### src/rtl/integer_alu_with_divide_macros.svh
// Assertion macros used by the block's top-level module.
`ifndef INTEGER_ALU_WITH_DIVIDE_MACROS_SVH
`define INTEGER_ALU_WITH_DIVIDE_MACROS_SVH
// Asserts that a condition implies a consequence in the same cycle.
`define IAD_ASSERT_IMP(label, clk, rst_n, cond, cons, msg) \
  label: assert property (@(posedge clk) disable iff (!rst_n) (cond) |-> (cons)) \
    else $error(msg);
// Asserts that a condition implies a consequence in the next cycle.
`define IAD_ASSERT_NEXT(label, clk, rst_n, cond, cons, msg) \
  label: assert property (@(posedge clk) disable iff (!rst_n) (cond) |=> (cons)) \
    else $error(msg);
`endif

### src/rtl/iad_pkg.sv
// Package with the operation codes, status codes and cell types of the ALU.
package iad_pkg;
  localparam int DW = 32;
  localparam int OPW = 5;
  localparam int NCELL = DW;

  typedef enum logic [4:0] {
    OP_ODD = 5'd0, OP_EVEN = 5'd1, OP_ZERO = 5'd2, OP_POS = 5'd3, OP_NEG = 5'd4,
    OP_NEGATE = 5'd5, OP_ADD = 5'd6, OP_SUB = 5'd7, OP_MUL = 5'd8, OP_EXDIV = 5'd9,
    OP_LT = 5'd10, OP_ABS = 5'd11, OP_QUOT = 5'd12, OP_SHIFT = 5'd13, OP_NOT = 5'd14,
    OP_AND = 5'd15, OP_OR = 5'd16, OP_XOR = 5'd17, OP_MOD = 5'd18, OP_REM = 5'd19,
    OP_TDIV = 5'd20
  } op_t;

  typedef enum logic [1:0] {
    ST_OK = 2'd0, ST_DIV_ZERO = 2'd1, ST_INEXACT = 2'd2
  } status_t;

  typedef struct packed {
    logic          vld;
    logic [OPW-1:0] op;
    logic          is_div;
    logic          neg_a;
    logic          neg_b;
    logic [DW-1:0] b;
    logic [DW-1:0] mb;
    logic [DW-1:0] rm;
    logic [DW-1:0] qm;
    logic [DW-1:0] res;
    logic          truth;
    logic [1:0]    status;
  } cell_t;
endpackage

### src/rtl/iad_back.sv
// Output stage: applies signs, selects the divide result and holds the word.
module iad_back (
  input  logic                   clk,
  input  logic                   rst_n,
  input  logic                   adv,
  input  iad_pkg::cell_t         d_in,
  output logic                   vld,
  output logic [iad_pkg::DW-1:0] res,
  output logic [iad_pkg::DW-1:0] rem,
  output logic                   truth,
  output logic [1:0]             status
);
  logic vld_r;
  logic [iad_pkg::DW-1:0] res_r, res_nxt, rem_r, rem_nxt, q, r, rb;
  logic tr_r, tr_nxt;
  logic [1:0] st_r, st_nxt;

  always_comb begin
    q = (d_in.neg_a != d_in.neg_b) ? (~d_in.qm + 1'b1) : d_in.qm;
    r = d_in.neg_a ? (~d_in.rm + 1'b1) : d_in.rm;
    rb = r + d_in.b;
    res_nxt = d_in.res;
    rem_nxt = '0;
    tr_nxt = d_in.truth;
    st_nxt = d_in.status;
    if (d_in.is_div) begin
      case (d_in.op)
        iad_pkg::OP_EXDIV: begin
          res_nxt = q;
          if (r != '0) st_nxt = iad_pkg::ST_INEXACT;
        end
        iad_pkg::OP_QUOT: res_nxt = q;
        iad_pkg::OP_MOD: res_nxt = (r != '0 && d_in.neg_a != d_in.neg_b) ? rb : r;
        iad_pkg::OP_REM: res_nxt = r;
        iad_pkg::OP_TDIV: begin
          res_nxt = q;
          rem_nxt = r;
        end
        default: res_nxt = d_in.res;
      endcase
    end
  end

  always_ff @(posedge clk) begin
    if (!rst_n) begin
      vld_r <= 1'b0;
    end else if (adv) begin
      vld_r <= d_in.vld;
    end
    if (adv) begin
      res_r <= res_nxt;
      rem_r <= rem_nxt;
      tr_r <= tr_nxt;
      st_r <= st_nxt;
    end
  end

  assign vld = vld_r;
  assign res = res_r;
  assign rem = rem_r;
  assign truth = tr_r;
  assign status = st_r;
endmodule

### config.mk
export PLATFORM = sky130hd
export DESIGN_NAME = iad_back
export DESIGN_NICKNAME = d
export VERILOG_FILES = /design/src/rtl/integer_alu_with_divide_macros.svh /design/src/rtl/iad_pkg.sv /design/src/rtl/iad_back.sv
export SDC_FILE = /design/constraint.sdc
export NUM_CORES = 1
export LEC_CHECK = 0
export BUFFER_PORTS_ARGS = -buffer_cell sky130_fd_sc_hd__buf_4
export CORE_MARGIN = 1
export CORE_UTILIZATION = 38
export CTS_BUF_LIST = sky130_fd_sc_hd__clkbuf_4 sky130_fd_sc_hd__clkbuf_8 sky130_fd_sc_hd__clkbuf_16
export CTS_CLUSTER_SIZE = 16
export DETAILED_ROUTE_END_ITERATION = 7
export SYNTH_ARGS = -nofsm -noshare
export SYNTH_HDL_FRONTEND = slang
export SYNTH_SLANG_ARGS = --single-unit
### constraint.sdc
create_clock -name clk -period 6.4 [get_ports clk]
set_input_delay 0.64 -clock clk [delete_from_list [all_inputs] [get_ports clk]]
set_output_delay 0.64 -clock clk [all_outputs]
set_load 0.005 [all_outputs]
==> results.py <==
metrics = {
    "outcome": {
        "status": "finished, final reports clean",
    },
    "timing": {
        "finalHoldViolCount": 0,
        "finalMaxSlewViolations": 0,
        "setup_tns_ps": 0,
        "max_freq_ghz": 0.190,
        "relSlewSlack_pct": 23.0,
        "finalCritPeriodShare_pct": 82.0,
        "rsz0062_at_grt": "no",
        "worst_pin_slew_ps": 1160,
        "finalSetupViolCount": 0,
        "finClkSkew_ps": 0,
        "finalCriticalPeriod_ps": 5250,
    },
    "synthesis": {
        "synthesis.area_um2": 6860,
        "synth_ff_type": "edfxtp_1",
        "synth-seq-cells": 68,
        "synth_top_area_share_pct": 29.3,
        "synthesis.nets": 1023,
        "synth_edf_count": 67,
        "synth_area_leaders": "edfxtp_1 29%, ha_1 7.1%, xnor2_1 6.6%",
        "ys_seq_area_share_pct": 29.6,
        "synth.largest_area_cell": "edfxtp_1",
        "ys_types": 72,
        "async_flop_share_pct": 0,
        "yosys_warnings": 0,
        "avgSynthCellArea_um2": 8.49,
        "synth_cells": 808,
    },
    "floorplanning": {
        "start_util_pct": 39.2,
        "pin_count": 243,
        "dieArea_um2": 18600,
        "coreArea_um2": 17500,
        "fp-row-count": 48,
        "die_w_um": 136,
        "fp.dieH_um": 136,
    },
    "routing": {
        "wl_met3_mm": 1.51,
        "wl_mm": 23.5,
        "routed.top_layer": "met5",
        "vias": 6945,
        "wl_met2_mm": 11.0,
        "wl_per_cell_um": 19.0,
        "drc_errors": 0,
        "wl_met1_mm": 10.2,
        "via_per_inst": 5.61,
        "drtIter0Drc": 503,
        "drt_pass1_iterations": 5,
        "antenna_left": 0,
    },
    "place": {
        "gp_congestion": 0.895,
        "placed_cell_area_um2": 8690,
        "dp_hpwl_mm": 18.4,
        "portBuffers": 210,
    },
    "worst_setup_path": {
        "startpoint_type": "input pin",
        "worstSetupPathType": "input pin to flip-flop",
        "crit_slowest_cell": "or4b_1",
        "crit_arrival_ps": 5350,
        "path_cells": "buf_4 -> inv_1 -> ha_1 -> or4b_1 -> buf_4 -> or2_1 -> or2_1 -> o41ai_2 -> xor2_1 -> inv_1 -> ha_1 -> a21o_1 -> a21oi_1 -> o21bai_1 -> or3_1 -> o21ai_0 -> xor2_1 -> mux2i_1 -> a221o_1",
        "crit_fanout": 9,
        "path_depth": 19,
        "crit_path_max_incr_delay_ps": 450,
        "cp.required_ps": 6500,
        "reg2reg_depth": 2,
        "path_buf_inv": 4,
        "cp-end-kind": "flip-flop",
        "path_delay_family": "compound AO/OA/AOI/OAI gates",
    },
    "power_and_ir_drop": {
        "power.share.clock_pct": 29.5,
        "leakage_nw": 3.70,
        "internal_power_mw": 1.12,
        "switchingPower_uw": 552,
        "power.density_nw_per_um2": 187,
        "power_frac_comb_pct": 38.4,
        "seqPwrFrac_pct": 32.1,
        "netSwitchingFraction_pct": 32.9,
        "ir_worst_vdd_mv": 0.127,
        "total_power_mw": 1.68,
    },
    "clock_network": {
        "clk_latency_ps": 340,
        "cts_tree": "built",
        "cts-buffers-inserted": 9,
        "path_clk_slew_ps": 60,
        "cts_max_path_buffers": 2,
        "clkSinkCount": 68,
        "cts_setup_buffers": 0,
        "cts-root-buf": "clkbuf_16",
        "h-tree-depth": 3,
        "cts_resized": 0,
        "postCtsHoldBufs": 0,
    },
    "flow_run": {
        "cap_violations": 0,
    },
    "final_layout": {
        "fillers": 1696,
        "fin_area_um2": 8980,
        "diodes": 0,
        "postLayoutCoreUtil_pct": 51.4,
        "drive_above_1_share_pct": 24.9,
        "area_growth_syn_to_layout_pct": 30.9,
        "nets": 1223,
    },
    "global_route": {
        "first_global_vias": 6540,
        "grt_pass1_wl_mm": 35.0,
        "grt_usage_pct": 25.2,
        "grt_max_degree": 69,
        "overflow": 0,
        "antenna_found_initial": 1,
    },
    "min_path": {
        "worstHoldPathCells": 1,
        "hold_class": "input pin to flip-flop",
    },
}
-- worst paths after layout --
| path | from | endpoint | slack, ps |
|---|---|---|---|
| setup / recovery | d_in[67] | res[27] | 1150 |
| hold / removal | d_in[2] | truth | 470 |
| setup reg to reg | vld | vld | 5810 |
| hold reg to reg | vld | vld | 510 |
-- routing by layer --
metal,global-route usage [%],vias to the layer above
met2,41.3,284
met3,4.25,42
met4,9.57,2
li1,-,3411
met5,0,-
met1,32.9,3206
-- cell usage after synthesis, types with 4 or more instances --
cell type	number
o41ai_1	6
ha_1	39
o22ai_1	5
a31oi_1	14
xor2_1	36
and3_1	9
nor2_1	86
a211oi_1	8
clkbuf_1	27
mux2i_1	27
or3_1	19
a21oi_1	59
edfxtp_1	67
nor4_1	11
o21ai_0	49
nand2_1	53
o21a_1	5
nand4_1	10
xnor2_1	52
inv_1	35
o31ai_1	16
o221ai_1	11
nand2b_1	8
or4_1	4
or2_2	7
o211ai_1	8
nand3_1	14
and2_1	7
nor3_1	21
nor2b_1	16
a21o_1	13
-- worst reg2reg max path, delay by kind of cell (launching register included) --
kind	cells	cell delay, ps
multiplexers	1	120
AND/OR/NAND/NOR	1	60
flip-flops	1	300
-- cell type report --
class	count	area (µm²)	share of cell area, %
timing repair buffer	222	1670	18.6
clock buffer	11	240	2.68
inverter	36	135	1.51
clock inverter	4	41.3	0.460
multi-input combinational	671	4580	51.0
sequential	68	2030	22.6
tap	225	282	3.14
-- cells in the final DEF, fill, tap and decap left out, types with 5 or more instances in the layout --
master	count
a21oi_1	59
nor3_1	21
edfxtp_1	67
or3_1	19
xnor2_1	51
o41ai_1	6
or2_2	7
buf_4	222
o211ai_1	8
nor2b_1	16
nand4_1	10
clkbuf_16	9
o21ai_0	49
nand2b_1	8
o221ai_1	11
nor4_1	11
inv_1	35
nor2_1	86
o31ai_1	16
a211oi_1	8
and3_1	9
o22ai_1	5
nand2_1	53
xor2_1	36
a21o_1	13
o21a_1	5
and2_1	7
ha_1	39
mux2i_1	27
a31oi_1	14
nand3_1	14
-- metrics by stage --
| step | std cells | hold slack, ps | setup WS (ps) |
|---|---|---|---|
| finish | 1237 | 472 | 1150 |
| global route | 1237 | 458 | 922 |
| CTS | 1237 | 459 | 1200 |
| detailed placement | 1222 | 510 | 834 |
| global placement | 1222 | 500 | 886 |
| floorplan | 808 | 507 | 1590 |
-- power groups by stage --
stage	combinational, mW	sequential (mW)	clock, mW
final	0.643	0.538	0.495
after floorplan	0.374	0.549	0
after detailed placement	0.639	0.547	0
after global placement	0.637	0.547	0
after global routing	0.706	0.541	0.525
after CTS	0.642	0.538	0.508
-- flip-flops by register name, summed over array words and instances (netlist names) --
name / flops
rem: 32
res: 32
status: 2
truth: 1
vld: 1
-- logic make-up (layout without fill, tap and decap cells) --
group,Yosys count,in the layout,share of synthesized area [%]
AO/OA/AOI/OAI,224,224,21.8
XOR/XNOR,88,88,11.2
multiplexers,29,29,4.27
AND/OR/NAND/NOR,290,290,21.6
flip-flops,68,68,29.6
adder cells (fa/ha/maj),40,40,7.41
buffers and inverters,69,273,4.00
Note: power is estimated with default switching activity, not from simulation.
