--- src/rtl/integer_alu_with_divide_macros.svh ---
// Assertion macros used by the block's top-level module.
`ifndef INTEGER_ALU_WITH_DIVIDE_MACROS_SVH
`define INTEGER_ALU_WITH_DIVIDE_MACROS_SVH
// Asserts that a condition implies a consequence in the same cycle.
`define IAD_ASSERT_IMP(label, clk, rst_n, cond, cons, msg) \
  label: assert property (@(posedge clk) disable iff (!rst_n) (cond) |-> (cons)) \
    else $error(msg);
// Asserts that a condition implies a consequence in the next cycle.
`define IAD_ASSERT_NEXT(label, clk, rst_n, cond, cons, msg) \
  label: assert property (@(posedge clk) disable iff (!rst_n) (cond) |=> (cons)) \
    else $error(msg);
`endif

--- src/rtl/iad_pkg.sv ---
// Package with the operation codes, status codes and cell types of the ALU.
package iad_pkg;
  localparam int DW = 32;
  localparam int OPW = 5;
  localparam int NCELL = DW;

  typedef enum logic [4:0] {
    OP_ODD = 5'd0, OP_EVEN = 5'd1, OP_ZERO = 5'd2, OP_POS = 5'd3, OP_NEG = 5'd4,
    OP_NEGATE = 5'd5, OP_ADD = 5'd6, OP_SUB = 5'd7, OP_MUL = 5'd8, OP_EXDIV = 5'd9,
    OP_LT = 5'd10, OP_ABS = 5'd11, OP_QUOT = 5'd12, OP_SHIFT = 5'd13, OP_NOT = 5'd14,
    OP_AND = 5'd15, OP_OR = 5'd16, OP_XOR = 5'd17, OP_MOD = 5'd18, OP_REM = 5'd19,
    OP_TDIV = 5'd20
  } op_t;

  typedef enum logic [1:0] {
    ST_OK = 2'd0, ST_DIV_ZERO = 2'd1, ST_INEXACT = 2'd2
  } status_t;

  typedef struct packed {
    logic          vld;
    logic [OPW-1:0] op;
    logic          is_div;
    logic          neg_a;
    logic          neg_b;
    logic [DW-1:0] b;
    logic [DW-1:0] mb;
    logic [DW-1:0] rm;
    logic [DW-1:0] qm;
    logic [DW-1:0] res;
    logic          truth;
    logic [1:0]    status;
  } cell_t;
endpackage

--- src/rtl/iad_front.sv ---
// Input stage: decodes the operation, computes the non-divide results.
module iad_front (
  input  logic                    clk,
  input  logic                    rst_n,
  input  logic                    adv,
  input  logic                    vld,
  input  logic [iad_pkg::OPW-1:0] op,
  input  logic [iad_pkg::DW-1:0]  a,
  input  logic [iad_pkg::DW-1:0]  b,
  output iad_pkg::cell_t          d_out
);
  iad_pkg::cell_t st_r, st_nxt;
  logic neg_a, neg_b, isd;
  logic [iad_pkg::DW-1:0] ma, mb, res, nb, prod, sra;
  logic signed [iad_pkg::DW-1:0] sa;
  logic tr;

  always_comb begin
    neg_a = a[iad_pkg::DW-1];
    neg_b = b[iad_pkg::DW-1];
    ma = neg_a ? (~a + 1'b1) : a;
    mb = neg_b ? (~b + 1'b1) : b;
    nb = ~b + 1'b1;
    sa = a;
    sra = sa >>> nb[5:0];
    prod = a * b;
    res = '0;
    tr = 1'b0;
    isd = 1'b0;
    case (op)
      iad_pkg::OP_ODD: tr = a[0];
      iad_pkg::OP_EVEN: tr = ~a[0];
      iad_pkg::OP_ZERO: tr = (a == '0);
      iad_pkg::OP_POS: tr = !neg_a && (a != '0);
      iad_pkg::OP_NEG: tr = neg_a;
      iad_pkg::OP_NEGATE: res = ~a + 1'b1;
      iad_pkg::OP_ADD: res = a + b;
      iad_pkg::OP_SUB: res = a - b;
      iad_pkg::OP_MUL: res = prod;
      iad_pkg::OP_LT: tr = $signed(a) < $signed(b);
      iad_pkg::OP_ABS: res = ma;
      iad_pkg::OP_SHIFT: begin
        if (!neg_b && b != '0) begin
          res = (b >= iad_pkg::DW) ? '0 : (a << b[5:0]);
        end else begin
          res = (nb >= iad_pkg::DW || neg_b && nb == '0) ?
                {iad_pkg::DW{neg_a}} : sra;
        end
      end
      iad_pkg::OP_NOT: res = ~a;
      iad_pkg::OP_AND: res = a & b;
      iad_pkg::OP_OR: res = a | b;
      iad_pkg::OP_XOR: res = a ^ b;
      iad_pkg::OP_EXDIV, iad_pkg::OP_QUOT, iad_pkg::OP_MOD, iad_pkg::OP_REM,
      iad_pkg::OP_TDIV: isd = 1'b1;
      default: res = '0;
    endcase
    st_nxt.vld = vld;
    st_nxt.op = op;
    st_nxt.is_div = isd && (b != '0);
    st_nxt.neg_a = neg_a;
    st_nxt.neg_b = neg_b;
    st_nxt.b = b;
    st_nxt.mb = mb;
    st_nxt.rm = '0;
    st_nxt.qm = ma;
    st_nxt.res = res;
    st_nxt.truth = tr;
    st_nxt.status = (isd && b == '0) ? iad_pkg::ST_DIV_ZERO : iad_pkg::ST_OK;
  end

  always_ff @(posedge clk) begin
    if (!rst_n) begin
      st_r.vld <= 1'b0;
    end else if (adv) begin
      st_r.vld <= st_nxt.vld;
    end
    if (adv) begin
      st_r.op <= st_nxt.op;
      st_r.is_div <= st_nxt.is_div;
      st_r.neg_a <= st_nxt.neg_a;
      st_r.neg_b <= st_nxt.neg_b;
      st_r.b <= st_nxt.b;
      st_r.mb <= st_nxt.mb;
      st_r.rm <= st_nxt.rm;
      st_r.qm <= st_nxt.qm;
      st_r.res <= st_nxt.res;
      st_r.truth <= st_nxt.truth;
      st_r.status <= st_nxt.status;
    end
  end

  assign d_out = st_r;
endmodule

--- config.mk ---
export PLATFORM = sky130hd
export DESIGN_NAME = iad_front
export DESIGN_NICKNAME = d
export VERILOG_FILES = /design/src/rtl/integer_alu_with_divide_macros.svh /design/src/rtl/iad_pkg.sv /design/src/rtl/iad_front.sv
export SDC_FILE = /design/constraint.sdc
export NUM_CORES = 2
export LEC_CHECK = 0
export BUFFER_PORTS_ARGS = -buffer_cell sky130_fd_sc_hd__clkbuf_2
export CORE_AREA = 2 2 189 284
export CTS_CLUSTER_DIAMETER = 200
export DETAILED_ROUTE_END_ITERATION = 7
export DIE_AREA = 0 0 191 286
export PLACE_DENSITY = 0.76
export SYNTH_ARGS = -nofsm -noshare
export SYNTH_HDL_FRONTEND = slang
export SYNTH_SLANG_ARGS = --single-unit
--- constraint.sdc ---
create_clock -name clk -period 13.2 [get_ports clk]
set_clock_uncertainty 0.05 [all_clocks]
set_input_delay 1.98 -clock clk [delete_from_list [all_inputs] [get_ports clk]]
set_output_delay 1.98 -clock clk [all_outputs]
set_load 0.03 [all_outputs]
==> impl_metrics.toml <==
[setup_path]
timing.rr.end = "d_out[171]"
reg2reg_depth = 2
critPathKind = "input port to flop"
path_max_fanout = 21
arrival_ns = 10.73
startpoint_type = "input port"
r2r_start = "d_out[171]"
cp_data_required_time_ns = 13.38
cp-end-kind = "flop"
r2r_slack_ns = 12.55

[timing]
fin_crit_ns = 10.55
period_share = 0.799
grt_setup_unrepaired = "false"
final.setup.tns_ns = 0
max_freq_ghz = 0.0948
hold_violations = 0
relSlewSlack = -0.0151
slew_violations = 2
worst_pin_slew_ns = 1.51
setup_ws_ns = 2.65
setup_violations = 0

[global_routing]
grt_max_degree = 72
grt_pass1_vias = 31400
grt_pass1_wl_um = 215000
overflow = 0
antenna_found_initial = 18
track_usage = 0.559

[hold_path]
hold_path_class = "flop to flop"
min_path_cells = 2
worstHoldStart = "d_out[171]"
worstHoldEndpoint = "d_out[171]"

[clock_tree]
cts_inserted_buffers = 17
clock-sinks = 137
clock_latency_ns = 0.49
cts_resized = 0
cts_tree = "built"
clock_path_buffers = 2
cts-htree-levels = 4
clkSlewWorstSetupHoldPaths_ns = 0.07
cts-root-buf = "clkbuf_16"
post-cts-setup-buffer-count = 0
cts_hold_buf = 0

[synth]
seq_area_frac_synth = 0.133
ys_async_sr_fraction = 0
avgSynthCellArea_um2 = 8.41
syn_inst = 3679
synth_edf_count = 136
ys_seq_elements = 137
synth-main-ff-cell = "edfxtp_1"
synth_area_mm2 = 0.0309
yosys_warnings = 0
yosys.cell_types.count = 90

[drt]
first_pass_iters = 8
viasPerCell = 7.12
routed.top_layer = "met5"
dr_wl_met2_um = 60900
drtAntennaViolNets = 0
totalWireLength_um = 149000
routedWlPerCell_um = 33.6
met3_length_um = 24100
num_vias = 31600
m1WireLength_um = 44200
drc = 5
drt-initial-drc-count = 5167

[finish]
stdcell_count = 4438
fillCellCount = 4626
fin_area_mm2 = 0.0330
final_nets = 4441
largest_register_ffs = 137
syn_to_final_growth_pct = 6.83
regArea_mm2 = 0.00410
multiInputGateArea_mm2 = 0.0239
layout-drive-gt1-share = 0.117

[floorplanning]
core-area_mm2 = 0.0522
die_h_um = 286
die_w_um = 191
start_util = 0.593
core.rowCount = 103
ios = 245
die_area_mm2 = 0.0546

[placement]
place_inst = 4396
placed_area_mm2 = 0.0324
dp_hpwl_um = 106000
gp_congestion = 1.13
dp_slack_ns = 2.65
io_buffers = 211

[run_status]
status = "finished, violations left"
violations = "DRC, capacitance limit, slew limit"

[job]
cap_violations = 1
-- cell usage in the layout (no fill, tap or decap), types with 10 or more instances in the layout --
| cell | count |
|---|---|
| o21ai_0 | 154 |
| clkbuf_16 | 17 |
| nor2b_1 | 15 |
| clkbuf_2 | 209 |
| nand4_1 | 30 |
| a31oi_1 | 30 |
| nand3_1 | 48 |
| mux2_2 | 10 |
| a21o_1 | 18 |
| o211ai_1 | 40 |
| a311oi_1 | 18 |
| ha_1 | 224 |
| o221ai_1 | 30 |
| edfxtp_1 | 136 |
| or2_2 | 10 |
| mux2i_1 | 31 |
| o21bai_1 | 11 |
| clkinv_1 | 14 |
| a21oi_1 | 167 |
| mux4_2 | 54 |
| o22ai_1 | 11 |
| buf_4 | 87 |
| a211oi_1 | 39 |
| o21a_1 | 17 |
| o31ai_1 | 15 |
| conb_1 | 33 |
| nor4_1 | 19 |
| or3_1 | 24 |
| fa_1 | 410 |
| nand2b_1 | 13 |
| a22oi_1 | 17 |
| and2_1 | 11 |
| nor2_1 | 489 |
| a221oi_1 | 18 |
| nand2_1 | 435 |
| inv_1 | 454 |
| xor2_1 | 24 |
| a211o_1 | 10 |
| xnor2_1 | 136 |
| nor3_1 | 56 |
-- logic make-up (layout without fill, tap and decap cells) --
logic type | Yosys count | count (layout) | share of synthesized area
AND/OR/NAND/NOR | 1203 | 1203 | 0.168
buffers and inverters | 768 | 804 | 0.0989
AO/OA/AOI/OAI | 678 | 678 | 0.145
adder cells (fa/ha/maj) | 634 | 634 | 0.356
XOR/XNOR | 163 | 163 | 0.0462
flip-flops | 137 | 137 | 0.133
multiplexers | 95 | 95 | 0.0530
other | 1 | 42 | 0.000121
-- critical path: stages --
cell,delay [ns]
clkbuf_2,0.56
clkinv_1,0.85
nor2_1,0.39
fa_1,0.45
fa_1,0.49
fa_1,0.52
inv_1,0.05
fa_1,0.49
inv_1,0.06
fa_1,0.50
inv_1,0.05
fa_1,0.54
inv_1,0.05
fa_1,0.41
fa_1,0.48
ha_1,0.37
a21oi_1,0.22
nor2_1,0.07
a211oi_1,0.22
o211ai_1,0.16
o311ai_0,1.01
a211o_1,0.25
o211ai_1,0.10
nor4b_1,0.29
nand3_1,0.11
-- metrics by stage --
stage | hold slack, ns | util
after floorplan | 0.590 | -
after global placement | 0.448 | 0.620
after detailed placement | 0.472 | 0.620
after CTS | 0.484 | 0.632
after global routing | 0.519 | 0.633
final | 0.476 | 0.633
-- cell type report --
| type | count | area share |
|---|---|---|
| flip-flops and latches | 137 | 0.124 |
| clock buffers | 19 | 0.0137 |
| inverters | 475 | 0.0540 |
| diodes | 9 | 0.000682 |
| multi-input cells | 2806 | 0.724 |
| well taps | 682 | 0.0258 |
| repair buffers | 297 | 0.0518 |
| clock inverters | 13 | 0.00549 |
-- synth_stat cells (16+ instances only) --
cell      number  area share
nor3_1        57      0.0092
a22oi_1       17      0.0041
ha_1         224       0.091
a21oi_1      167       0.027
o31ai_1       16      0.0039
buf_4         36      0.0087
nand2_1      435       0.053
nand4_1       30      0.0061
a31oi_1       30      0.0061
or3_1         24      0.0049
fa_1         410        0.27
nor4_1        20      0.0040
xnor2_1      138       0.039
o21ai_0      155       0.025
buf_1         44      0.0053
nand3_1       48      0.0078
o211ai_1      40      0.0097
xor2_1        25      0.0071
inv_1        455       0.055
mux2i_1       31       0.010
edfxtp_1     136        0.13
a21o_1        18      0.0044
clkbuf_1     195       0.024
a311oi_1      18      0.0051
a221oi_1      18      0.0051
o221ai_1      30      0.0085
mux4_2        54       0.039
nor2_1       491       0.060
a211oi_1      39      0.0095
o21a_1        17      0.0041
-- per-layer routing --
metal,vias up,global-route usage
li1,12300,-
met4,26,0.523
met2,3141,0.786
met3,1241,0.281
met1,14800,0.601
met5,-,0.0304
-- worst max-delay path by stage --
| stage | start | end | depth (start not counted) |
|---|---|---|---|
| finish | a[13] | d_out[33] | 25 |
| global route | a[13] | d_out[33] | 25 |
| CTS | a[13] | d_out[33] | 25 |
| detailed placement | a[13] | d_out[33] | 25 |
| global placement | a[13] | d_out[33] | 25 |
| floorplan | b[2] | d_out[29] | 28 |
Power is not shown: default switching activity piles up to over one toggle a cycle in this logic, so the estimate is an artifact.
