==> config.mk <==
export PLATFORM = sky130hd
export DESIGN_NAME = iad_cell
export DESIGN_NICKNAME = d
export VERILOG_FILES = /design/src/rtl/integer_alu_with_divide_macros.svh /design/src/rtl/iad_pkg.sv /design/src/rtl/iad_cell.sv
export SDC_FILE = /design/constraint.sdc
export NUM_CORES = 1
export LEC_CHECK = 0
export ABC_AREA = 1
export BUFFER_PORTS_ARGS = -buffer_cell sky130_fd_sc_hd__buf_2
export CAP_MARGIN = 20
export CORE_UTILIZATION = 37
export CTS_CLUSTER_SIZE = 8
export DETAILED_ROUTE_END_ITERATION = 7
export GPL_TIMING_DRIVEN = 0
export HOLD_SLACK_MARGIN = 0.12
export PLACE_DENSITY = 0.66
export SLEW_MARGIN = 20
export SYNTH_ARGS = -nofsm -noshare
export SYNTH_HDL_FRONTEND = slang
export SYNTH_SLANG_ARGS = --single-unit
==> constraint.sdc <==
create_clock -name clk -period 2.4 [get_ports clk]
set_clock_uncertainty 0.15 [all_clocks]
set_input_delay 0.48 -clock clk [delete_from_list [all_inputs] [get_ports clk]]
set_output_delay 0.48 -clock clk [all_outputs]
set_load 0.05 [all_outputs]
==> src/rtl/integer_alu_with_divide_macros.svh <==
// Assertion macros used by the block's top-level module.
`ifndef INTEGER_ALU_WITH_DIVIDE_MACROS_SVH
`define INTEGER_ALU_WITH_DIVIDE_MACROS_SVH
// Asserts that a condition implies a consequence in the same cycle.
`define IAD_ASSERT_IMP(label, clk, rst_n, cond, cons, msg) \
  label: assert property (@(posedge clk) disable iff (!rst_n) (cond) |-> (cons)) \
    else $error(msg);
// Asserts that a condition implies a consequence in the next cycle.
`define IAD_ASSERT_NEXT(label, clk, rst_n, cond, cons, msg) \
  label: assert property (@(posedge clk) disable iff (!rst_n) (cond) |=> (cons)) \
    else $error(msg);
`endif

==> src/rtl/iad_pkg.sv <==
// Package with the operation codes, status codes and cell types of the ALU.
package iad_pkg;
  localparam int DW = 32;
  localparam int OPW = 5;
  localparam int NCELL = DW;

  typedef enum logic [4:0] {
    OP_ODD = 5'd0, OP_EVEN = 5'd1, OP_ZERO = 5'd2, OP_POS = 5'd3, OP_NEG = 5'd4,
    OP_NEGATE = 5'd5, OP_ADD = 5'd6, OP_SUB = 5'd7, OP_MUL = 5'd8, OP_EXDIV = 5'd9,
    OP_LT = 5'd10, OP_ABS = 5'd11, OP_QUOT = 5'd12, OP_SHIFT = 5'd13, OP_NOT = 5'd14,
    OP_AND = 5'd15, OP_OR = 5'd16, OP_XOR = 5'd17, OP_MOD = 5'd18, OP_REM = 5'd19,
    OP_TDIV = 5'd20
  } op_t;

  typedef enum logic [1:0] {
    ST_OK = 2'd0, ST_DIV_ZERO = 2'd1, ST_INEXACT = 2'd2
  } status_t;

  typedef struct packed {
    logic          vld;
    logic [OPW-1:0] op;
    logic          is_div;
    logic          neg_a;
    logic          neg_b;
    logic [DW-1:0] b;
    logic [DW-1:0] mb;
    logic [DW-1:0] rm;
    logic [DW-1:0] qm;
    logic [DW-1:0] res;
    logic          truth;
    logic [1:0]    status;
  } cell_t;
endpackage

==> src/rtl/iad_cell.sv <==
// One cell of the restoring divider chain: produces one quotient bit per stage.
module iad_cell (
  input  logic          clk,
  input  logic          rst_n,
  input  logic          adv,
  input  iad_pkg::cell_t d_in,
  output iad_pkg::cell_t d_out
);
  iad_pkg::cell_t cur_r, cur_nxt;
  logic [iad_pkg::DW:0] trial;
  logic [iad_pkg::DW:0] shifted;

  always_comb begin
    cur_nxt = d_in;
    shifted = {d_in.rm, d_in.qm[iad_pkg::DW-1]};
    trial = shifted - {1'b0, d_in.mb};
    cur_nxt.qm = {d_in.qm[iad_pkg::DW-2:0], 1'b0};
    if (d_in.is_div) begin
      if (!trial[iad_pkg::DW]) begin
        cur_nxt.rm = trial[iad_pkg::DW-1:0];
        cur_nxt.qm[0] = 1'b1;
      end else begin
        cur_nxt.rm = shifted[iad_pkg::DW-1:0];
      end
    end else begin
      cur_nxt.rm = d_in.rm;
      cur_nxt.qm = d_in.qm;
    end
  end

  always_ff @(posedge clk) begin
    if (!rst_n) begin
      cur_r.vld <= 1'b0;
    end else if (adv) begin
      cur_r.vld <= cur_nxt.vld;
    end
    if (adv) begin
      cur_r.op <= cur_nxt.op;
      cur_r.is_div <= cur_nxt.is_div;
      cur_r.neg_a <= cur_nxt.neg_a;
      cur_r.neg_b <= cur_nxt.neg_b;
      cur_r.b <= cur_nxt.b;
      cur_r.mb <= cur_nxt.mb;
      cur_r.rm <= cur_nxt.rm;
      cur_r.qm <= cur_nxt.qm;
      cur_r.res <= cur_nxt.res;
      cur_r.truth <= cur_nxt.truth;
      cur_r.status <= cur_nxt.status;
    end
  end

  assign d_out = cur_r;
endmodule

==> results of run 1 <==
[metal layers]
layer	wire length (um)	GRT usage (%)
met5	31	0
met4	1440	11.7
met3	1620	4.39
met2	15900	43.9
met1	12200	27.6
[cells by family after synthesis]
| family | count (synthesis) | share of synthesized area, % |
|---|---|---|
| simple gates | 540 | 24.5 |
| buf+inv | 222 | 9.62 |
| flops | 172 | 56.6 |
| compound gates | 54 | 3.20 |
| fa+ha+maj | 33 | 4.62 |
| xor+xnor | 15 | 1.44 |
[per-stage QoR]
| step | power (uW) | hold WS (ps) |
|---|---|---|
| floorplan | 5470 | 423 |
| global placement | 6210 | 384 |
| detailed placement | 6220 | 393 |
| CTS | 9270 | 126 |
| global route | 9840 | 146 |
| finish | 9450 | 155 |
[worst max-delay path by stage]
stage	end	startpoint	slack (ps)	depth (start not counted)
floorplan	d_out[83]	d_in[66]	-60	18
global placement	d_out[171]	adv	-1630	3
detailed placement	d_out[85]	d_in[66]	-730	19
CTS	d_out[84]	d_in[66]	-10	19
global route	d_out[84]	d_in[66]	-130	19
finish	d_out[84]	d_in[66]	-40	19
[area by class of cell]
type / count / area [um^2] / share of cell area (%)
clock inverters: 15 / 175 / 1.27
plain buffers: 18 / 145 / 1.05
inverters: 204 / 778 / 5.64
well taps: 324 / 405 / 2.94
flip-flops and latches: 172 / 5150 / 37.4
repair buffers: 471 / 3060 / 22.2
multi-input cells: 642 / 3640 / 26.4
diodes: 2 / 5.00 / 0.0363
clock buffers: 17 / 425 / 3.08
[repair_timing]
item,4_1_cts,5_1_grt
setup endpoints to repair,31,33
cloned,2,2
resized for setup,20,114
hold buffers,105,1
setup buffers,6,8
pin swaps,7,35
endpoints found under the hold margin,105,1
[synthesized netlist by cell type, drive strengths merged]
| library cell | count | area, um^2 |
|---|---|---|
| nand2 | 420 | 1640 |
| inv | 204 | 766 |
| edfxtp | 171 | 5130 |
| nand3 | 57 | 298 |
| nor2 | 49 | 201 |
| ha | 32 | 400 |
| o21ai | 32 | 160 |
| a21oi | 18 | 101 |
| xnor2 | 13 | 114 |
| clkbuf | 10 | 37.5 |
| buf | 8 | 72.6 |
| nand4 | 7 | 43.8 |
| nand3b | 4 | 30.0 |
| a21o | 3 | 22.5 |
| xor2 | 2 | 17.5 |
| and2 | 1 | 6.26 |
| dfxtp | 1 | 20.0 |
| fa | 1 | 20.0 |
| nor3 | 1 | 5.00 |
| o21bai | 1 | 7.51 |
| or2 | 1 | 6.26 |
[report_power, final]
| part | internal (uW) | total, uW | switching (uW) |
|---|---|---|---|
| combinational | 919 | 2970 | 2050 |
| sequential | 3610 | 3670 | 60.0 |
| clock | 1410 | 2810 | 1400 |
[worst max-delay path, cell delays in order]
cell     delay (ps)
buf_8            90
inv_12           30
ha_4            150
fa_2            400
inv_2            60
nand2_2          60
nand2_4          90
nand3_4          80
nand2_4         110
nand2_4          50
nand2_4          70
nand2_4          80
nand2_4         100
nand2_4          80
nand2_8         160
buf_12          170
nand2_2          60
nand3_2          70
nand2_2          80
==> results.cfg, run 1 <==
[job]
drv_cap = 0

[floorplan]
core_area_mm2 = 0.0242
die_h_um = 159
ios = 347
dieArea_mm2 = 0.0252
die_w_um = 159
rows = 57
initial_core_util_pct = 37.5

[synth]
post_synth.cell_area_avg_um2 = 8.79
yosysWarningCount = 0
synth_fp_nets = 1244
yosysSeqAreaShare_pct = 56.6
ys_seq_elements = 172
synth_cell_type_count = 32
synthCells = 1036
syn-cell-area_mm2 = 0.00910

[placed_design]
portBuffers = 346
dpl_cell_area_mm2 = 0.0113
hpwl_mm = 22.5
place_ws_ps = -731
place.gp.congestion = 0.854
dpl.cell_count = 1707

[route]
drt-vias-per-instance = 4.57
drt-total-wl_mm = 31.1
detail_route.wl_per_cell_um = 16.7
dr.pass1.iters = 6
drt_iter0_drc = 614
via_count = 8516
drc = 0
final_antenna_net_count = 0

[grt]
grt_pass1_vias = 8389
overflow = 0
grt_max_degree = 97
grt_pass1_wl_mm = 46.5
antenna_found_initial = 4
track_usage_pct = 24.4

[final_layout]
final_cells = 1865
largest_reg_flops = 172
drive_gt1_share_pct = 33.9
nets = 1734
final_common_cell = nand2_1
mostFrequentLayoutCells = nand2_1 (366), buf_2 (344), inv_1 (198), edfxtp_1 (171), dlygate4sd3_1 (106)
area_delta_synth_final_pct = 51.5
num-fill-cells = 2216
fin_area_mm2 = 0.0138
fin_util_pct = 56.9

[critical_path]
rr_endpoint = d_out[171]
ff2ff_path_depth = 2
arrival_ps = 2480
end_kind = flip-flop
crit_type = input port to flip-flop
cp_max_fo = 8
r2r_start = d_out[171]
start_kind = input port
crit_required_ps = 2440
rrSetupSlack_ps = 1570

[sta]
setup_slack_ps = -41.3
finalMaxSlewViolations = 0
slew_headroom_pct = 43.5
setup_viol = 14
fmax_ghz = 0.410
hold_viol = 0
rsz0062_at_grt = yes
layout_min_cycle_time_ps = 2440
period_share_pct = 102
tightest_slew_ps = 848
tns_ps = -235

[pwr]
p_leak_uw = 0.00694
ir_drop_uv = 354
cellPowerDensity_mw_per_mm2 = 685

[outcome]
violations = negative setup slack
status = complete, but fails checks

[hold_path]
hold_path_end = d_out[171]
min-delay-start = rst_n
worst_hold_path.num_cells = 3
holdCritPathClass = input port to flip-flop

[clocking]
cts_buffers = 17
cts_root_buf = clkbuf_16
clk_latency_ps = 430
clock-sinks = 172
cts_tree = yes
cts_htree_levels = 4
cts.reportedPaths.clkPinSlew_ps = 80
clockBufferDepth = 2
Power figures use the tool's default switching activity.
==> inputs of run 2 (changes only) <==
--- a/config.mk
+++ b/config.mk
@@ -9,12 +9,12 @@
 export BUFFER_PORTS_ARGS = -buffer_cell sky130_fd_sc_hd__buf_2
 export CAP_MARGIN = 20
 export CORE_UTILIZATION = 37
+export CTS_BUF_LIST = sky130_fd_sc_hd__clkbuf_16
 export CTS_CLUSTER_SIZE = 8
 export DETAILED_ROUTE_END_ITERATION = 7
 export GPL_TIMING_DRIVEN = 0
 export HOLD_SLACK_MARGIN = 0.12
 export PLACE_DENSITY = 0.66
-export SLEW_MARGIN = 20
 export SYNTH_ARGS = -nofsm -noshare
 export SYNTH_HDL_FRONTEND = slang
 export SYNTH_SLANG_ARGS = --single-unit
==> run 2 against run 1 <==
Effect of this change: the flow still finishes with violations (negative setup slack); utilization down 0.50 points; final cell count unchanged; first-iteration DRC count up 7.3%; worst setup slack better by 8.6 ps; sequential share of layout area up 0.33 points; non-clock buffer count unchanged; wire length about the same; clock power about the same; combinational power down 2%; global-route usage about the same; highest routed layer unchanged.
==> results.cfg, run 2 (synthesis gave the netlist of run 1 again) <==
[job]
drv_cap = 0

[sta]
finalMaxSlewViolations = 0
tns_ps = -191
slew_headroom_pct = 53.0
rsz0062_at_grt = yes
setup_slack_ps = -32.7
setup_viol = 11
layout_min_cycle_time_ps = 2430
hold_viol = 0
period_share_pct = 101
tightest_slew_ps = 705
fmax_ghz = 0.411

[hold_path]
min-delay-start = d_in[100]
worst_hold_path.num_cells = 1
hold_path_end = d_out[100]
holdCritPathClass = input port to flip-flop

[critical_path]
r2r_start = d_out[171]
cp_max_fo = 8
rrSetupSlack_ps = 1570
end_kind = flip-flop
crit_type = input port to flip-flop
start_kind = input port
rr_endpoint = d_out[171]
arrival_ps = 2460
ff2ff_path_depth = 2
crit_required_ps = 2430
startpoint = d_in[66]

[grt]
antenna_found_initial = 4
track_usage_pct = 24.3
grt_pass1_vias = 8328
overflow = 0
grt_max_degree = 110
grt_pass1_wl_mm = 46.4

[pwr]
p_leak_uw = 0.00686
p_comb_share_pct = 30.9
p_seq_share_pct = 39.1
swShare_pct = 37.0
p_clk_share_pct = 30.0
p_int_uw = 5920
p_sw_uw = 3480
ir_drop_uv = 432
cellPowerDensity_mw_per_mm2 = 687

[placed_design]
portBuffers = 346
dpl_cell_area_mm2 = 0.0113
hpwl_mm = 22.7
place.gp.congestion = 0.854

[final_layout]
fin_area_mm2 = 0.0137
drive_gt1_share_pct = 32.7
final_common_cell = nand2_1
area_delta_synth_final_pct = 50.2
num-fill-cells = 2228
nets = 1734
mostFrequentLayoutCells = nand2_1 (373), buf_2 (344), inv_1 (199), edfxtp_1 (171), dlygate4sd3_1 (107)
multi_input_area_mm2 = 0.00352
largest_reg_flops = 172
regArea_mm2 = 0.00515

[route]
drt-total-wl_mm = 31.2
detail_route.wl_per_cell_um = 16.7
final_antenna_net_count = 0
drt_iter0_drc = 659
dr.pass1.iters = 5
drc = 0
drt-vias-per-instance = 4.54
via_count = 8473

[floorplan]
die_w_um = 159
rows = 57
initial_core_util_pct = 37.5
ios = 347
dieArea_mm2 = 0.0252
die_h_um = 159
core_area_mm2 = 0.0242

[clocking]
clock-sinks = 172
cts.reportedPaths.clkPinSlew_ps = 70
clk_latency_ps = 440
cts_root_buf = clkbuf_16
cts_tree = yes
cts_htree_levels = 4
clockBufferDepth = 2
cts_buffers = 17

[outcome]
violations = negative setup slack
status = complete, but fails checks
-- run 2: cell count changes in the layout (fill, tap and decap cells not counted), moves of 4 or more --
cell	before	now
nand2_4	26	17
nand3_2	26	19
nand3_1	27	36
nand2_1	366	373
ha_2	3	7
-- run 2: routing by layer --
metal	global-route usage [%]	wire [um]	vias to the layer above
li1	-	-	4248
met1	26.9	11900	3870
met2	44.8	16200	293
met3	4.78	1720	58
met4	10.9	1270	4
met5	0	27	-
-- run 2: critical path: stages --
cell and delay (ps):
buf_8 90, inv_12 30, ha_4 150, fa_2 400, inv_2 60, nand2_2 60
nand2_4 90, nand3_4 80, nand2_4 110, nand2_4 50, nand2_4 70, nand2_4 80
nand2_4 90, nand2_4 80, nand2_8 160, clkbuf_16 190, nand2_2 50, nand3_2 60
nand2_1 60
-- run 2: cell type report --
type / instances / area share [%]
Multi-Input combinational cell: 642 / 25.7
Buffer: 18 / 1.07
Clock inverter: 15 / 1.32
Antenna cell: 2 / 0.0366
Sequential cell: 172 / 37.7
Inverter: 204 / 5.69
Timing Repair Buffer: 471 / 22.4
Tap cell: 324 / 2.96
Clock buffer: 17 / 3.11
-- run 2: what timing repair did --
action                                  4_1_cts  5_1_grt
cloned                                        2        2
gates resized for setup                      13       97
setup buffers                                 5        8
hold buffers                                107        0
endpoints found under the setup margin       31       33
pin swaps                                     7       32
hold endpoints to repair                    107        0
-- run 2: power groups by stage --
| stage | logic [uW] | clock network (uW) | registers [uW] |
|---|---|---|---|
| 4_1_cts | 2710 | 2900 | 3670 |
| 2_1_floorplan | 776 | 0 | 4690 |
| 6_report | 2900 | 2820 | 3670 |
| 3_3_place_gp | 2470 | 0 | 3740 |
| 3_5_place_dp | 2490 | 0 | 3740 |
| 5_1_grt | 3090 | 2990 | 3690 |
-- run 2: stage by stage --
| stage | setup WS, ps | hold slack, ps | power (uW) | cells | utilization [%] |
|---|---|---|---|---|---|
| global route | -97.9 | 163 | 9780 | 1864 | 56.4 |
| detailed placement | -736 | 394 | 6220 | 1707 | 46.8 |
| floorplan | -62.9 | 423 | 5470 | 1036 | - |
| global placement | -1630 | 384 | 6210 | 1706 | 46.6 |
| CTS | -42.1 | 136 | 9270 | 1853 | 54.3 |
| finish | -32.7 | 170 | 9400 | 1865 | 56.4 |
-- run 2: worst max path at each step --
stage	slack (ps)	cells past startpoint	end
finish	-30	19	d_out[74]
global route	-100	19	d_out[75]
CTS	-40	18	d_out[98]
detailed placement	-740	19	d_out[85]
global placement	-1630	3	d_out[171]
floorplan	-60	18	d_out[83]
==> inputs of run 3 (changes only) <==
--- a/config.mk
+++ b/config.mk
@@ -12,9 +12,8 @@
 export CTS_BUF_LIST = sky130_fd_sc_hd__clkbuf_16
 export CTS_CLUSTER_SIZE = 8
 export DETAILED_ROUTE_END_ITERATION = 7
-export GPL_TIMING_DRIVEN = 0
 export HOLD_SLACK_MARGIN = 0.12
-export PLACE_DENSITY = 0.66
+export RECOVER_POWER = 25
 export SYNTH_ARGS = -nofsm -noshare
 export SYNTH_HDL_FRONTEND = slang
 export SYNTH_SLANG_ARGS = --single-unit
==> constraint.sdc (replaced) <==
create_clock -name clk -period 2.98 [get_ports clk]
set_clock_uncertainty 0.15 [all_clocks]
set_input_delay 0.596 -clock clk [delete_from_list [all_inputs] [get_ports clk]]
set_output_delay 0.596 -clock clk [all_outputs]
set_load 0.05 [all_outputs]
==> run 3 against run 2 <==
Effect of this change: largest cell class unchanged; sequential share of layout area grew 5.2 points; critical endpoint is now d_out[76]; worst hold slack gained 12 ps; wire length decreased by 9.5%; via count down 6.3%; critical path depth unchanged; count of clock-buffer cells in the layout unchanged; non-clock buffer count fell by 111; first-iteration DRC count decreased by 25%; total power down 23%; the flow finishes with violations (max-capacitance violations, max-slew violations); sequential power down 19%; register-to-register slack improved by 550 ps; highest routed layer unchanged.
==> results.cfg, run 3 (synthesis gave the netlist of run 1 again) <==
[outcome]
status = complete, but fails checks
violations = max-capacitance violations, max-slew violations

[floorplan]
die_w_um = 159
die_h_um = 159
core_area_mm2 = 0.0242
initial_core_util_pct = 37.5
rows = 57
dieArea_mm2 = 0.0252
ios = 347

[pwr]
ir_drop_uv = 284
cellPowerDensity_mw_per_mm2 = 602
p_leak_uw = 0.00624
p_clk_share_pct = 31.2
fin_total_pwr_uw = 7230
p_seq_share_pct = 40.9
swShare_pct = 36.7
p_int_uw = 4580
p_comb_share_pct = 27.9
p_sw_uw = 2650

[clocking]
clk_latency_ps = 430
cts_resized = 0
cts_tree = yes
cts_htree_levels = 4
cts_root_buf = clkbuf_16
cts.reportedPaths.clkPinSlew_ps = 80
cts_hold_buf = 0
clockBufferDepth = 2
clock-sinks = 172
cts_setup_buffers = 0
cts_buffers = 17

[route]
drc = 0
dr.pass1.iters = 7
via_count = 7941
final_antenna_net_count = 0
drt-total-wl_mm = 28.2
detail_route.wl_per_cell_um = 16.1
drt_iter0_drc = 497
drt-vias-per-instance = 4.53

[critical_path]
r2r_start = d_out[171]
rrSetupSlack_ps = 2120
arrival_ps = 2540
end_kind = flip-flop
crit_type = input port to flip-flop
crit_required_ps = 3010
startpoint = d_in[66]
start_kind = input port
rr_endpoint = d_out[171]
cp_max_fo = 16
ff2ff_path_depth = 2

[placed_design]
place.gp.congestion = 0.862
hpwl_mm = 22.4
portBuffers = 346

[final_layout]
largest_reg_flops = 172
nets = 1623
regArea_mm2 = 0.00515
area_delta_synth_final_pct = 32.1
final_common_cell = nand2_1
multi_input_area_mm2 = 0.00307
num-fill-cells = 2412
drive_gt1_share_pct = 29.0
mostFrequentLayoutCells = nand2_1 (408), buf_2 (328), inv_1 (202), edfxtp_1 (171), nand3_1 (56)

[hold_path]
worst_hold_path.num_cells = 1
hold_path_end = d_out[11]
holdCritPathClass = input port to flip-flop
min-delay-start = d_in[11]

[grt]
grt_pass1_vias = 7729
grt_pass1_wl_mm = 43.0
antenna_found_initial = 3
track_usage_pct = 22.5
overflow = 0
grt_max_degree = 67

[sta]
slew_headroom_pct = -6.37
hold_viol = 0
rsz0062_at_grt = no
tns_ps = 0
setup_viol = 0
fmax_ghz = 0.399
layout_min_cycle_time_ps = 2510
finalMaxSlewViolations = 56
period_share_pct = 84.1
tightest_slew_ps = 1600

[job]
drv_cap = 1
run 3: layer usage:
layer / share of wire, % / up-vias / global-route usage (%)
met5: 0.028 / - / 0
met4: 1.4 / 2 / 5.68
met3: 4.9 / 26 / 4.18
met2: 53 / 237 / 41.9
met1: 41 / 3656 / 26.3
li1: - / 4020 / -
run 3: per-stage QoR:
step                setup slack [ps]  instances  cell area (um^2)  hold slack, ps  utilization (%)
floorplan                        261       1036              9100             539                -
global placement                39.5       1720             11500             369             47.2
detailed placement              16.4       1720             11500             392             47.2
CTS                              466       1752             12000             165             49.7
global route                     216       1754             12000             166             49.6
finish                           473       1754             12000             182             49.6
run 3: worst max-delay path by stage:
stage	end	cells past startpoint	slack [ps]
floorplan	d_out[81]	18	260
global placement	d_out[98]	18	40
detailed placement	d_out[76]	19	20
CTS	d_out[76]	19	470
global route	d_out[94]	17	220
finish	d_out[76]	19	470
run 3: power groups by stage:
stage	Clock, uW	Sequential (uW)	Combinational [uW]
after global placement	0	3010	2030
final	2260	2960	2020
after floorplan	0	3780	615
after detailed placement	0	3010	2040
after CTS	2320	2960	2050
after global routing	2410	2980	2180
run 3: layout make-up:
cell class	instances	share of cell area [%]
Clock inverter	15	1.40
Inverter	204	6.37
Clock buffer	17	3.54
Timing Repair Buffer	378	16.8
Antenna cell	2	0.0416
Sequential cell	172	42.9
Tap cell	324	3.37
Multi-Input combinational cell	642	25.6
run 3: worst max-delay path, stage by stage:
cell and delay (ps):
buf_2 70, inv_1 40, ha_1 220, fa_1 400, inv_1 70, nand2_1 40
nand2_1 80, nand3_1 80, nand2_2 90, nand2_1 60, nand2_2 90, nand2_4 80
nand2_4 80, nand2_4 70, nand2_8 110, buf_12 160, nand2_1 60, nand3_1 80
nand2_1 60
